`config.mk`:
```
export PLATFORM = sky130hd
export DESIGN_NAME = lme_cell
export DESIGN_NICKNAME = d
export VERILOG_FILES = /design/src/rtl/lme_pkg.sv /design/src/rtl/lme_cell.sv
export SDC_FILE = /design/constraint.sdc
export NUM_CORES = 1
export LEC_CHECK = 0
export ABC_AREA = 0
export BUFFER_PORTS_ARGS = -buffer_cell sky130_fd_sc_hd__buf_4
export CORE_MARGIN = 3
export CORE_UTILIZATION = 40
export CTS_BUF_LIST = sky130_fd_sc_hd__clkbuf_2 sky130_fd_sc_hd__clkbuf_4 sky130_fd_sc_hd__clkbuf_8
export DETAILED_ROUTE_END_ITERATION = 12
export PLACE_DENSITY_LB_ADDON = 0.25
export SETUP_SLACK_MARGIN = 0.3
export SLEW_MARGIN = 25
export SYNTH_ARGS = -nofsm -noshare
export SYNTH_HDL_FRONTEND = slang
export SYNTH_SLANG_ARGS = --single-unit
```
`constraint.sdc`:
```
create_clock -name clk_i -period 2.3 [get_ports clk_i]
set_input_delay 0.23 -clock clk_i [delete_from_list [all_inputs] [get_ports clk_i]]
set_output_delay 0.23 -clock clk_i [all_outputs]
set_load 0.03 [all_outputs]
```
`src/rtl/lme_pkg.sv`:
```
// Shared types and constants for the label map edge and one-hot block.
`timescale 1ns / 1ps
package lme_pkg;

  localparam int unsigned LABEL_BITS    = 8;
  localparam int unsigned ONEHOT_BITS   = 64;
  localparam int unsigned OH_IDX_BITS   = 6;
  localparam int unsigned ML_BITS       = 6;
  localparam int unsigned CFG_IDX_BITS  = 3;
  localparam int unsigned CFG_DATA_BITS = 11;

  // Configuration register indexes
  localparam logic [CFG_IDX_BITS-1:0] REG_MODE       = 3'd0;
  localparam logic [CFG_IDX_BITS-1:0] REG_HORIZONTAL = 3'd1;
  localparam logic [CFG_IDX_BITS-1:0] REG_EDGE_RANGE = 3'd2;
  localparam logic [CFG_IDX_BITS-1:0] REG_FRAME_W    = 3'd3;
  localparam logic [CFG_IDX_BITS-1:0] REG_FRAME_H    = 3'd4;
  localparam logic [CFG_IDX_BITS-1:0] REG_MAX_LABEL  = 3'd5;

  // Field codes
  localparam logic KIND_PIXEL  = 1'b0;
  localparam logic KIND_DRAIN  = 1'b1;
  localparam logic MODE_EDGE   = 1'b0;
  localparam logic MODE_EXPAND = 1'b1;

  typedef struct packed {
    logic                  kind;
    logic [LABEL_BITS-1:0] label;
  } in_item_t;

  typedef struct packed {
    logic                   edge_res;
    logic [ONEHOT_BITS-1:0] onehot;
    logic                   label_error;
    logic                   last_of_frame;
  } out_item_t;

  // Work held in the compute stage
  typedef enum logic [2:0] {
    OP_NONE,
    OP_EXPAND,
    OP_HORIZ,
    OP_VERT,
    OP_DRAIN
  } op_e;

  // Controls broadcast along the window cells
  typedef struct packed {
    logic clr;
    logic shift;
    logic ext_sel;
  } cell_ctl_t;

endpackage

```
`src/rtl/lme_cell.sv`:
```
// One window cell: holds a label, passes it on, and compares its lane to the center.
`timescale 1ns / 1ps
module lme_cell #(
  parameter int unsigned IDX = 0,
  parameter int unsigned KW  = 2
) (
  input  logic                            clk_i,
  input  logic                            rst_ni,
  input  lme_pkg::cell_ctl_t              ctl_i,
  input  logic [lme_pkg::LABEL_BITS-1:0]  lab_i,
  input  logic [lme_pkg::LABEL_BITS-1:0]  ext_i,
  input  logic [lme_pkg::LABEL_BITS-1:0]  center_i,
  input  logic [KW-1:0]                   d_i,
  input  logic [KW-1:0]                   r_i,
  input  logic [KW-1:0]                   lim_i,
  output logic [lme_pkg::LABEL_BITS-1:0]  lab_o,
  output logic [lme_pkg::LABEL_BITS-1:0]  opnd_o,
  output logic                            miss_o
);

  logic [lme_pkg::LABEL_BITS-1:0] lab_q;
  logic [KW:0]                    k_c;
  logic                           in_rng;

  // Hold or advance the stored label
  always_ff @(posedge clk_i or negedge rst_ni) begin
    if (!rst_ni) begin
      lab_q <= '0;
    end else if (ctl_i.clr) begin
      lab_q <= '0;
    end else if (ctl_i.shift) begin
      lab_q <= lab_i;
    end
  end

  assign lab_o  = lab_q;
  assign opnd_o = ctl_i.ext_sel ? ext_i : lab_q;

  // Lane counts when within range of the center and inside the known part
  assign k_c    = (KW + 1)'(IDX);
  assign in_rng = (k_c <= {1'b0, lim_i}) &&
                  ((k_c + {1'b0, r_i}) >= {1'b0, d_i}) &&
                  (k_c <= ({1'b0, d_i} + {1'b0, r_i}));
  assign miss_o = in_rng && (opnd_o != center_i);

endmodule

```
# Word level (Yosys, flattened, before mapping)
# Cells that the tools add are included.
# W data, S select, Z words.
dict set report totals {
  out_inout_bits 17
  wordCells 13
  register_bits 8
}
dict set report classes {
  add_sub_neg 1
  n_reduce_logical 4
  n_eq_ne 1
  mux 3
  order_cmp 3
}
# cell n
set ops {}
lappend ops {{$mux W8} 3}
lappend ops {{$ne A8 B8 Y1} 1}
lappend ops {{$add A2 B2 Y3} 1}
lappend ops {{$le A1 B3 Y1 const A} 1}
lappend ops {{$logic_and A1 B1 Y1} 3}
lappend ops {{$ge A2 B2 Y1} 1}
lappend ops {{$le A1 B2 Y1 const A} 1}
lappend ops {{$reduce_bool A2 Y1} 1}

# Longest topological paths before layout
dict set report depth {
  depth_word 4
  depth_mapped 5
  mapped_depth_nobuf 5
}

# Worst setup path before layout
# Ideal clock, no wire load.
dict set report synth_timing {
  path_type {register to output}
  startpoint {register lab_q, in the netlist lab_o[6]}
  endpoint {output miss_o}
  stages_incl_launch_ff 5
  required_ns 2.070
  n_path_buf 0
  path_slack_ns 0.470
  arrival_ns 1.600
  path_cell_list {dfrtp_1 > mux2_2 > xor2_1 > nor4_1 > a21oi_1}
}
dict set report synth_via {
  elab_chain_len 3
}
# item line
set synth_rtl {}
lappend synth_rtl {{from (decl)} lme_cell.sv:21} ;# logic [lme_pkg::LABEL_BITS-1:0] lab_q;
lappend synth_rtl {{from (signal assigned)} lme_cell.sv:32} ;# lab_q <= lab_i;
lappend synth_rtl {{$mux W8} lme_cell.sv:37} ;# assign opnd_o = ctl_i.ext_sel ? ext_i : lab_q;
lappend synth_rtl {{named net opnd_o (one bit)} lme_cell.sv:17} ;# output logic [lme_pkg::LABEL_BITS-1:0] opnd_o,
lappend synth_rtl {{$ne A8 B8 Y1} lme_cell.sv:44} ;# assign miss_o = in_rng && (opnd_o != center_i);
lappend synth_rtl {{$logic_and A1 B1 Y1} lme_cell.sv:44}
lappend synth_rtl {{to (decl)} lme_cell.sv:18} ;# output logic miss_o
# The timed path passes the listed nets, and every way through them passes these cells.

# Worst setup path after layout
dict set report layout_timing {
  startpoint {register lab_q, in the netlist lab_o[1]}
  endpoint {output miss_o}
}
dict set report layout_via {
  elab_chain_len 3
}
# item line
set layout_rtl {}
lappend layout_rtl {{$mux W8} lme_cell.sv:37}
lappend layout_rtl {{$ne A8 B8 Y1} lme_cell.sv:44}
lappend layout_rtl {{$logic_and A1 B1 Y1} lme_cell.sv:44}
# Every way passes these cells.

==> summary.txt <==
Run status
  • Outcome: completed

Clock tree
  • Clk sinks: 8
  • CTS tree: yes
  • Clk Latency, worst-skew pair: 0.24 ns
  • Setup bufs post-CTS: 0
  • Max clock buf depth: 2
  • Total CTS buffers: 3
  • Clk pin slew, worst setup/hold paths: 0.05 ns
  • Clock root buffer: clkbuf_4
  • H-tree depth: 1

Worst setup path
  • CP startpoint: lab_o[1]
  • WP data required: 2.07 ns
  • CP top delay family: flip-flops
  • Crit path cell chain: mux2_4 -> xor2_1 -> nor4_2 -> a21oi_1 -> buf_4
  • Worst setup path class: flip-flop to output port
  • Critical path buffers and inverters: 1
  • Crit-path max FO: 3
  • Largest stage delay, worst path: 0.41 ns
  • FF-to-FF Start: lab_o[0]
  • Startpoint Class: flip-flop
  • CP max stage cell: dfrtp_1
  • WP data arrival: 1.63 ns
  • Setup crit end kind: output port

Synthesis
  • Synth top cells by count: dfrtp_1, mux2i_1, nor2_1, xor2_1
  • Yosys top cell by area: dfrtp_1
  • Syn nets: 89
  • Post-synthesis sequential area ratio: 0.3532
  • Yosys warning count: 0
  • Post-synth EDFFs: 0
  • Cell Area, Synth: 566.8 um2
  • Syn Area/Cell: 10.90 um2
  • Synth top area share: 0.3532
  • Count of cell types in the netlist: 14
  • Synth top area cells: dfrtp_1, mux2i_1, xor2_1, mux2_4, mux2_2
  • FFs w/ async S/R, synth: 1.000
  • Register bit total from synthesis: 8
  • Mapped Cells: 52
  • Primary FF master, synth: dfrtp_1

Floorplan
  • Die Span X: 43.64 um
  • DIE HEIGHT: 43.64 um
  • Ports: 52
  • Starting Density: 0.4660
  • # rows: 12
  • Core region area: 1216 um2
  • Total Die Area: 1904 um2

Timing
  • Final setup vio count: 0
  • TNS Setup: 0 ns
  • Setup Skew: 0 ns
  • Hold WS: 0.2032 ns
  • Fmax: 538.7 MHz
  • Worst slew pin tran: 0.2198 ns
  • RSZ-0062 raised after global routing: no
  • Crit path time final: 1.856 ns
  • Final-report hold violation count: 0
  • Post-route clock period utilization: 0.8071
  • Relative slew margins: 0.8522
  • Final Slew Violations: 0

GRT
  • Antenna violations before repair: 0
  • Largest net degree at the start of global routing: 9
  • GRT overflow: 0
  • Number of global-route vias before repair: 553
  • GRT Util Overall: 0.1737
  • First-pass GRT wire length: 2470 um

Cells and area
  • Area delta synth->final: 72.41%
  • # nets final: 141
  • Non-filler cells, final: 116
  • Layout cell share with drive strength beyond 1: 0.6078
  • Largest register FFs: 8
  • Ant diodes: 0

Pwr
  • Max IR drop VDD: 0.3681 mV
  • Clock power share: 0.224
  • Power per cell area: 457.8 nW/um2
  • Comb pwr share: 0.428
  • Switching share of power: 0.3203
  • Net switching power figure: 0.1433 mW
  • Pint: 0.3040 mW
  • Final Power: 0.4473 mW
  • Leakage: 0.5477 nW
  • Seq pwr share: 0.349

Drt
  • Final WL: 1588 um
  • First drt pass iteration count: 4
  • # DRC: 0
  • Via Count: 555
  • Drt wl/cell: 13.69 um
  • Post-DR vias/cell: 4.784
  • Antenna Nets Post-Route: 0
  • Iter 0 DRT Violations: 5

Hold path
  • Hold Path Origin: ctl_i[2]
  • Hold Path Class: input port to flip-flop

Flow run
  • Max cap viols: 0

Placement
  • Gpl congestion: 0.6518
  • Port-buffer cells: 49
  • Post-detail-place hpwl: 1375 um
  • Inst Count DP: 112
-- layer usage --
layer / part of all wire / global-route usage / vias up / wire length, um
li1: - / - / 281 / -
met1: 0.34 / 0.1777 / 250 / 536
met2: 0.60 / 0.3285 / 22 / 946
met3: 0.058 / 0.02905 / 2 / 92
met4: 0.0076 / 0.09036 / 0 / 12
met5: 0 / 0 / - / 0
-- path summary, 6_finish.rpt --
path                            cells past startpoint       end  slack [ns]
min in group asynchronous                           2  lab_o[3]        0.35
max in group asynchronous                           2  lab_o[0]        1.83
worst max register to register                      2  lab_o[0]        1.59
worst max-delay path                                5    miss_o        0.44
worst min-delay path                                2  lab_o[3]        0.20
worst min register to register                      2  lab_o[3]        0.55
-- worst reg2reg max path: stages, from the launching register on --
cell     delay (ns)
dfrtp_1        0.40
mux2i_1        0.14
nor2_1         0.05
-- area by class of cell --
cell class                      instances  area (um2)
Timing Repair Buffer                   50       377.9
Sequential cell                         8       200.2
Fill cell                              73       239.0
Tap cell                               14       17.52
Inverter                                2       7.507
Multi-Input combinational cell         39       351.6
Clock buffer                            3       22.52
-- through the flow --
| stage | utilization | instance area [um2] | setup slack [ns] |
|---|---|---|---|
| 2_1_floorplan | - | 566.8 | 0.4699 |
| 3_3_place_gp | 0.7665 | 932.1 | 0.6277 |
| 3_5_place_dp | 0.7665 | 932.1 | 0.6131 |
| 4_1_cts | 0.7932 | 964.7 | 0.3630 |
| 5_1_grt | 0.8035 | 977.2 | 0.2828 |
| 6_report | 0.8035 | 977.2 | 0.4437 |
-- logic make-up after synthesis --
group,Yosys count,share of synthesized area
buffers and inverters,5,0.04855
adders and majority gates,2,0.04414
DFF,8,0.3532
xor gates and xnor gates,8,0.1236
AOI/OAI and AO/OA,2,0.01766
and+or+nand+nor,11,0.08610
muxes,16,0.3267
-- power by group through the flow --
stage	clock, mW	combinational (mW)	sequential, mW
2_1_floorplan	0	0.0877	0.173
3_3_place_gp	0	0.182	0.158
3_5_place_dp	0	0.187	0.158
4_1_cts	0.107	0.189	0.156
5_1_grt	0.112	0.206	0.157
6_report	0.100	0.191	0.156
-- layout by cell type, fill, tap and decap left out --
master	count
nor4_2	2
xor2_1	8
mux2i_1	8
clkbuf_4	3
a21oi_1	2
nand2b_1	1
mux2_2	4
dfrtp_1	8
nor2_1	8
mux2_4	4
ha_1	2
buf_4	49
inv_1	2
dlygate4sd3_1	1
-- repair_timing --
| action | in CTS | in global routing |
|---|---|---|
| gates resized for setup | 0 | 2 |
| endpoints found under the setup margin | 0 | 1 |
| hold endpoints to repair | 8 | 0 |
| hold buffers | 1 | 0 |
Power figures use the tool's default switching activity.
