[config.mk]
export PLATFORM = sky130hd
export DESIGN_NAME = lme_out_fifo
export DESIGN_NICKNAME = d
export VERILOG_FILES = /design/src/rtl/lme_pkg.sv /design/src/rtl/lme_out_fifo.sv
export SDC_FILE = /design/constraint.sdc
export NUM_CORES = 1
export LEC_CHECK = 0
export CORE_ASPECT_RATIO = 1.5
export CORE_UTILIZATION = 30
export DETAILED_ROUTE_END_ITERATION = 7
export DONT_BUFFER_PORTS = 1
export PLACE_DENSITY = 0.54
export SLEW_MARGIN = 15
export SYNTH_ARGS = -nofsm -noshare
export SYNTH_HDL_FRONTEND = slang
export SYNTH_SLANG_ARGS = --single-unit
[constraint.sdc]
create_clock -name clk_i -period 4.1 [get_ports clk_i]
set_clock_uncertainty 0.2 [all_clocks]
set_input_delay 0.41 -clock clk_i [delete_from_list [all_inputs] [get_ports clk_i]]
set_output_delay 0.41 -clock clk_i [all_outputs]
set_load 0.03 [all_outputs]
[src/rtl/lme_pkg.sv]
// Shared types and constants for the label map edge and one-hot block.
`timescale 1ns / 1ps
package lme_pkg;

  localparam int unsigned LABEL_BITS    = 8;
  localparam int unsigned ONEHOT_BITS   = 64;
  localparam int unsigned OH_IDX_BITS   = 6;
  localparam int unsigned ML_BITS       = 6;
  localparam int unsigned CFG_IDX_BITS  = 3;
  localparam int unsigned CFG_DATA_BITS = 11;

  // Configuration register indexes
  localparam logic [CFG_IDX_BITS-1:0] REG_MODE       = 3'd0;
  localparam logic [CFG_IDX_BITS-1:0] REG_HORIZONTAL = 3'd1;
  localparam logic [CFG_IDX_BITS-1:0] REG_EDGE_RANGE = 3'd2;
  localparam logic [CFG_IDX_BITS-1:0] REG_FRAME_W    = 3'd3;
  localparam logic [CFG_IDX_BITS-1:0] REG_FRAME_H    = 3'd4;
  localparam logic [CFG_IDX_BITS-1:0] REG_MAX_LABEL  = 3'd5;

  // Field codes
  localparam logic KIND_PIXEL  = 1'b0;
  localparam logic KIND_DRAIN  = 1'b1;
  localparam logic MODE_EDGE   = 1'b0;
  localparam logic MODE_EXPAND = 1'b1;

  typedef struct packed {
    logic                  kind;
    logic [LABEL_BITS-1:0] label;
  } in_item_t;

  typedef struct packed {
    logic                   edge_res;
    logic [ONEHOT_BITS-1:0] onehot;
    logic                   label_error;
    logic                   last_of_frame;
  } out_item_t;

  // Work held in the compute stage
  typedef enum logic [2:0] {
    OP_NONE,
    OP_EXPAND,
    OP_HORIZ,
    OP_VERT,
    OP_DRAIN
  } op_e;

  // Controls broadcast along the window cells
  typedef struct packed {
    logic clr;
    logic shift;
    logic ext_sel;
  } cell_ctl_t;

endpackage

[src/rtl/lme_out_fifo.sv]
// Two-entry result queue between the compute stage and the output port.
`timescale 1ns / 1ps
module lme_out_fifo (
  input  logic               clk_i,
  input  logic               rst_ni,
  input  logic               push_i,
  input  lme_pkg::out_item_t push_data_i,
  output logic               room_o,
  output logic               out_valid_o,
  input  logic               out_ready_i,
  output lme_pkg::out_item_t out_data_o
);

  localparam int unsigned DEPTH = 2;
  localparam int unsigned PW    = $clog2(DEPTH);

  lme_pkg::out_item_t   buf_q [DEPTH];
  logic [PW-1:0]        wr_ptr_q, rd_ptr_q;
  logic [PW:0]          cnt_q;
  logic                 pop;

  assign pop         = out_valid_o && out_ready_i;
  assign room_o      = cnt_q != (PW + 1)'(DEPTH);
  assign out_valid_o = cnt_q != '0;
  assign out_data_o  = buf_q[rd_ptr_q];

  // Store pushed items
  always_ff @(posedge clk_i) begin
    if (push_i) begin
      buf_q[wr_ptr_q] <= push_data_i;
    end
  end

  // Advance pointers and count
  always_ff @(posedge clk_i or negedge rst_ni) begin
    if (!rst_ni) begin
      wr_ptr_q <= '0;
      rd_ptr_q <= '0;
      cnt_q    <= '0;
    end else begin
      if (push_i) wr_ptr_q <= wr_ptr_q + PW'(1);
      if (pop)    rd_ptr_q <= rd_ptr_q + PW'(1);
      if (push_i && !pop)      cnt_q <= cnt_q + (PW + 1)'(1);
      else if (pop && !push_i) cnt_q <= cnt_q - (PW + 1)'(1);
    end
  end

  a_no_overflow: assert property (@(posedge clk_i) disable iff (!rst_ni)
    push_i |-> (cnt_q != (PW + 1)'(DEPTH)))
    else $error("result queue overflow");

endmodule

# --- Word-level counts from Yosys, hierarchy flattened ---
# Memories as Yosys holds them, arrays and structs flattened.
# Cells that the tools add are included.
op_classes:
  addsub: 4
  multipliers: 0
  n_div: 0
  magnitude_cmp: 0
  n_eq_ne: 1
  shifts: 0
  n_mux: 4
  bitwise: 0
  reduce_logical: 7
ops:
  columns: ["operator", "count"]
  rows:
  - ["two-way mux 2 bit", 2]
  - ["nonzero test 2 bit", 2]
  - ["logical AND 1 bit", 3]
  - ["adder 1 bit (second input constant)", 2]
  - ["adder 2 x 1 -> 2 bit (second input constant)", 1]
  - ["zero test 1 bit", 2]
  - ["two-way mux 1 bit", 2]
  - ["inequality test 2 bit (second input constant)", 1]
  - ["subtractor 2 x 1 -> 2 bit (second input constant)", 1]
word_totals:
  ff_bits: 4
  latch_bits: 0
  mem_bits_rw: 134
  romBits: 0
  in_bits: 71
  output_inout_bits: 69
  memories: 1
mem_list:
  columns: ["name", "words", "width", "read_ports", "rd_ports_with_merged_regs", "wr", "line", "rtl"]
  rows:
  - ["buf_q", 2, 67, 1, 0, 1, "lme_out_fifo.sv:17", "lme_pkg::out_item_t buf_q [DEPTH];"]

# --- Depth between registers and ports, before layout ---
# Gate-level depths: netlist of the first run.
depth:
  ltp_word: 5
  ltp_mapped: 6

# --- Worst setup path before layout of the first run ---
# OpenSTA, ideal clock, no wires.
synth_timing:
  path_kind: "reg-to-reg"
  startpoint: "register wr_ptr_q"
  endpoint: "memory buf_q[0][0] in the netlist's numbering (enable)"
  setup_time_ns: 0.500
  arrival_ns: 3.379
  path_slack_ns: 0.021
  path_stages_with_launch: 2
  path_buffers: 0
  period_less_slack_ns: 4.079
  path_cell_list: "dfrtp_1 > nor2b_1"
synth_rtl:
  columns: ["item", "line", "rtl"]
  rows:
  - ["start, declared", "lme_out_fifo.sv:18", "logic [PW-1:0] wr_ptr_q, rd_ptr_q;"]
  - ["start signal, assigned", "lme_out_fifo.sv:41", "if (push_i) wr_ptr_q <= wr_ptr_q + PW'(1);"]
  - ["end, declared", "lme_out_fifo.sv:17", null]
# Straight into the memory's write port.

==> run metrics, run 1 <==
clk slew on worst S/H paths=around 60 ps; area grow syn2layout=28.4%; Worst Path Required=approximately 3500 ps; Worst Hold Slack=a little under 70 ps; share of cells above drive strength 1=0.317; Pwr Density=between 700 and 800 nW/um2; gr usage total=0.104; Slew HR=0.299; starting density of the core=0.306; NumNets Final=about 380; crit path time final=2680 ps; Comb power frac=0.285; maxcap violations=0; switching power=between 0.0015 and 0.002 W; GP Congestion=around 0.63; Hold Path Origin=push_i; cts bufs inserted=17; fmax=0.373 GHz; syn avg cell area=~23 um2; die height=roughly 160 um; Pre-Repair DR Iteration Count=3; synth unique cells=16; worst r2r src=wr_ptr_q; placed inst area=5340 um2; n_diodes=0; Crit path depth=1; Final setup violation count=0; DR top layer=met5; GRT overflow=0; CP max-delay cell=dfrtp_4; Initial DRC Count=80; vias in the first global route=approximately 2600; I/O pins=140; number of synthesized flops with an enable pin=134; hold buffer count at cts=70; critical path, cell by cell=mux2_2; worst setup path category=reg2out; clock share of power=0.279; row count=58; clock latency on the worst-skew pair=a little under 400 ps; Post-DRT Antenna Nets=0; final setup TNS=0 ps; core box area=~17000 um2; DRC=0; total number of vias=around 2300; P_leak=around 2.2 nW; reg2reg setup slack=roughly 2100 ps; CTS H-tree lvls=4; Root Buffer=clkbuf_16; cell taking the most area after synthesis=edfxtp_1; Net Count, Synth=slightly below 300; CTS tree=built; Synth Cell Area=roughly 5100 um2; ys async rst share=0.0290; # resized after CTS=0; YS warnings=0; outcome=finished, final reports clean; die area=between 15000 and 20000 um2; Hold Path Stages=2; Critical Path Start Type=register; post-DP HPWL=roughly 5300 um; ratio of final minimum period to clock period=0.654; Synth top area share=0.787; first-pass GRT wire length=approximately 13000 um; R2R Path End=buf_q[0][2]; wire per inst=roughly 17 um; top post-synthesis cells by area=edfxtp_1 (79%), mux2_2 (10%), mux2_4 (5.9%); I/O Buffers=0; measured slew at the worst slew-check pin=1050 ps; worst-path fanout max=a little under 70; met1 wire length=approximately 3300 um; vias per cell=between 4 and 5; RSZ-0062 raised after global routing=false; post-CTS repair timing setup buffer count=0; CP endpoint kind=output port; final instance area=about 6600 um2; met2 wire length=~5000 um; most frequent cell after synthesis=edfxtp_1; CP max stage delay=1110 ps; sequential area share after synthesis=0.806; Mapped Cells=approximately 230; reg2reg path depth=2; Synth top cells by count=edfxtp_1 (134), mux2_2 (47), mux2_4 (20); Hold Fails Final Rpt=0; Worst Hold Class=in2reg; ys flop type=edfxtp_1; Peak supply drop=~650 uV; Sw Ratio=0.351; Max Slew Vio Count=0; largest net degree at the start of global routing=just under 70; Arr. time, crit path=around 2100 ps; internal power=0.00312 W; DR WL met3=around 430 um; WHS Endpoint=cnt_q[0]; antenna violations before repair=1; Synth Register Bits=about 140; final wirelength=between 8000 and 9000 um; clk sink count=roughly 140; sequential share of power=0.436; CP bufs+invs=0; delay-heaviest family, CP=flip-flops; CTS max path bufs=2; die width=about 110 um
[stage by stage]
step                      setup slack (ps)  total power (W)  utilization  cells
after floorplan                       20.6          0.00332            -    225
after global placement                1820          0.00345        0.320    428
after detailed placement              1810          0.00347        0.320    428
after CTS                             1370          0.00490        0.393    529
after global routing                  1310          0.00502        0.393    529
final                                 1420          0.00481        0.393    529
[power by group through the flow]
stage,Clock (W),Combinational [W],Sequential [W]
6_report,0.00134,0.00137,0.00209
4_1_cts,0.00139,0.00140,0.00211
3_3_place_gp,0,0.00133,0.00212
2_1_floorplan,0,0.00135,0.00197
3_5_place_dp,0,0.00133,0.00214
5_1_grt,0.00144,0.00144,0.00213
[worst max-delay path by stage]
| stage | from | to | slack, ps |
|---|---|---|---|
| after floorplan | wr_ptr_q | buf_q[0][0] | 20 |
| after global placement | rd_ptr_q | out_data_o[53] | 1820 |
| after detailed placement | rd_ptr_q | out_data_o[4] | 1810 |
| after CTS | rd_ptr_q | out_data_o[4] | 1370 |
| after global routing | rd_ptr_q | out_data_o[63] | 1310 |
| final | rd_ptr_q | out_data_o[63] | 1420 |
[cell usage in the layout (no fill, tap or decap), types with 2 or more instances in the layout]
cell / netlist / final
clkinv_1: 0 / 2
clkinvlp_4: 0 / 4
clkinv_2: 0 / 2
dlygate4sd3_1: 0 / 70
xnor2_1: 2 / 2
dfrtp_1: 4 / 3
clkinv_4: 0 / 3
mux2_2: 47 / 47
edfxtp_1: 134 / 134
clkbuf_16: 0 / 17
mux2_4: 20 / 20
xor2_1: 3 / 3
inv_6: 0 / 3
[per-layer routing]
layer / vias to the layer above / GRT usage
met5: - / 0
met4: 2 / 0.0461
met3: 7 / 0.0373
met2: 76 / 0.193
met1: 1187 / 0.102
li1: 1057 / -
[worst register-to-register path: stages (launching register included)]
cell and delay [ps]:
dfrtp_1 420, nor2b_4 690, buf_12 340
[registers in the layout, indices dropped and copies added, names as in the netlist]
signal / cells
rd_ptr_q: 1
cnt_q: 2
wr_ptr_q: 1
buf_q: 134
[kinds of logic (layout without fill, tap and decap cells)]
family                     after synthesis  in the layout  synth area share
adders and majority gates                1              1           0.00245
DFF                                    138            138             0.806
muxes                                   67             67             0.162
and+or+nand+nor                          6              6           0.00636
xor gates and xnor gates                 5              5           0.00856
buffers and inverters                    8            102            0.0142
[final cells by class]
| cell class | instances | area (um2) |
|---|---|---|
| timing repair buffer | 71 | 721 |
| multi-input combinational | 79 | 928 |
| clock inverter | 14 | 100 |
| clock buffer | 17 | 425 |
| fill | 1552 | 10100 |
| tap | 210 | 263 |
| sequential | 138 | 4130 |
No activity file was read; power rests on OpenSTA's default activity.
==> inputs of run 2 (changes only) <==
- ABC_AREA: not set -> 1
- PLACE_DENSITY: 0.54 -> 0.53
- clock period: 4.1 -> 2.7 ns (I/O delays scaled with it)
==> run metrics, run 2 <==
post-CTS repair timing setup buffer count=0 (unchanged); fillers=1579 (+1.7%); Hold Path Stages=3 (+1); Max Slew Vio Count=0 (unchanged); Pwr Density=1140 nW/um2 (+56%); Comb power frac=0.328 (+0.043); Multi-input gate area=850 um2 (-8.5%); fmax=about 0.40 GHz; ys flop type=edfxtp_1; maxcap violations=0 (unchanged); Initial DRC Count=123 (+54%); Worst Hold Class=in2reg; Synth top cells by count=nand2_1 (211), edfxtp_1 (134), buf_2 (9); clk slew on worst S/H paths=60 ps (about the same); most frequent cells in the layout=nand2_1 (211), edfxtp_1 (134), dlygate4sd3_1 (71); outcome=finished, final reports clean; CTS max path bufs=2 (unchanged); YS warnings=0 (unchanged); internal power=0.00447 W (+43%); final wirelength=10200 um (+15%); sequential share of power=0.400 (-0.036); row count=58 (unchanged); Pre-Repair DR Iteration Count=4 (+1); clock share of power=0.272 (-0.007); final setup TNS=0 ps (unchanged); RSZ-0062 raised after global routing=false; I/O pins=140 (unchanged); Final WS setup=180 ps (-1240 ps); Hold Fails Final Rpt=0 (unchanged); most common cell after layout, fill and taps aside=nand2_1; gr usage total=0.122 (+0.0174); clock latency on the worst-skew pair=400 ps (about the same); syn avg cell area=13.5 um2 (-41%); Worst Path Required=2230 ps (-1260 ps); Reg with most FFs=buf_q; Synth Register Bits=138 (unchanged); # resized after CTS=0 (unchanged); largest net degree at the start of global routing=68 (-1.4%); worst-path fanout max=37 (-46%); Largest register FFs=134 (unchanged); wire per inst=14.9 um (-11%); cell taking the most area after synthesis=edfxtp_1; CTS tree=built; vias per cell=4.33 (-1.7%); Root Buffer=clkbuf_16; Arr. time, crit path=2050 ps (-20 ps); Final setup violation count=0 (unchanged); I/O Buffers=0 (unchanged); Largest regs=buf_q (134), cnt_q (2); crit path time final=between 2000 and 3000 ps; Sw Ratio=0.408 (+0.0572); Synth Cell Area=5100 um2 (-0.34%); NumNets Final=532 (+40%); sequential area share after synthesis=0.809 (+0.00277); ratio of final minimum period to clock period=0.933; core box area=16700 um2 (unchanged); Reg area=4130 um2 (about the same); reg2reg path depth=8 (+6); Peak supply drop=416 uV (-36%); post-DP HPWL=6460 um (+23%); die height=162 um (-0.17%); CTS H-tree lvls=4 (unchanged); Synth top area share=0.789 (+0.00270); Mapped Cells=378 (+68%); synth unique cells=14 (-2); number of synthesized flops with an enable pin=134 (unchanged); worst setup path category=reg2out; die width=108 um (-0.17%); clk sink count=138 (unchanged); die area=17500 um2 (-0.34%); antenna violations before repair=4 (+3); share of cells above drive strength 1=0.0847 (-0.232); Post-DRT Antenna Nets=0 (unchanged); Slew HR=0.586 (+0.287); top post-synthesis cells by area=edfxtp_1 (79%), nand2_1 (16%), dfrtp_1 (2.0%); Critical Path Start Type=register; GP Congestion=0.686 (+9.5%); P_leak=2.56 nW (+14%); starting density of the core=0.305 (-0.00105); vias in the first global route=3109 (+19%); cts bufs inserted=17 (unchanged); ys async rst share=0.0290 (unchanged); first-pass GRT wire length=15600 um (+17%); area grow syn2layout=29.7%; switching power=0.00308 W (+83%); Net Count, Synth=450 (+52%); most frequent cell after synthesis=nand2_1; GRT overflow=0 (unchanged); total number of vias=2965 (+27%); measured slew at the worst slew-check pin=621 ps (-431 ps); DRC=0 (unchanged); CP endpoint kind=output port; hold buffer count at cts=71 (+1.4%); DP Worst Slack=549 ps (-1260 ps)
[run 2: changes by cell type after synthesis, sizes merged, moves of 2 or more]
cell	change
mux2	-67
xor2	-2
buf	+7
inv	+7
nand2	+210
nand3	+2
[run 2: final timing paths]
path / slack [ps] / startpoint / endpoint
worst max register to register: 940 / cnt_q[0] / cnt_q[1]
worst min register to register: 300 / cnt_q[0] / cnt_q[0]
min in group asynchronous: 500 / rst_ni / cnt_q[1]
worst min-delay path: 200 / push_i / buf_q[1][8]
worst max-delay path: 180 / rd_ptr_q / out_data_o[54]
max in group asynchronous: 1610 / rst_ni / rd_ptr_q
[run 2: routing by layer]
| layer | wire length [um] | GRT usage |
|---|---|---|
| met5 | 13 | 0 |
| met3 | 501 | 0.0456 |
| met1 | 3940 | 0.120 |
| met2 | 5680 | 0.224 |
| met4 | 109 | 0.0473 |
[run 2: area by class of cell]
type	instances	share of cell area
diodes	3	0.00114
multi-input cells	218	0.129
well taps	210	0.0397
clock buffers	19	0.0655
repair buffers	78	0.123
flip-flops and latches	138	0.624
clock inverters	12	0.0142
inverters	7	0.00397
[run 2: critical path: stages, from the launching register on]
cell     delay, ps
dfrtp_2        750
buf_4          470
nand2_1        110
nand2_1        260
[run 2: kinds of logic (layout without fill, tap and decap cells)]
group / Yosys count / count (layout) / synth area share
other cells: 0 / 3 / 0
xor+xnor: 2 / 2 / 0.00344
simple gates: 215 / 215 / 0.159
buf+inv: 22 / 116 / 0.0258
flops: 138 / 138 / 0.809
fa+ha+maj: 1 / 1 / 0.00245
[run 2: power by group through the flow]
stage	logic [W]	registers, W	clock network (W)
after floorplan	0.00209	0.00299	0
final	0.00248	0.00303	0.00205
after detailed placement	0.00243	0.00308	0
after CTS	0.00253	0.00304	0.00212
after global routing	0.00269	0.00307	0.00220
after global placement	0.00239	0.00307	0
[run 2: metrics by stage]
stage | total power, W | util | cell area [um2] | hold WS, ps | cells
3_5_place_dp | 0.00551 | 0.322 | 5370 | -225 | 580
4_1_cts | 0.00768 | 0.396 | 6600 | 188 | 682
3_3_place_gp | 0.00546 | 0.322 | 5370 | -225 | 580
6_report | 0.00755 | 0.396 | 6610 | 198 | 685
2_1_floorplan | 0.00508 | - | 5100 | -226 | 378
5_1_grt | 0.00797 | 0.396 | 6610 | 204 | 683
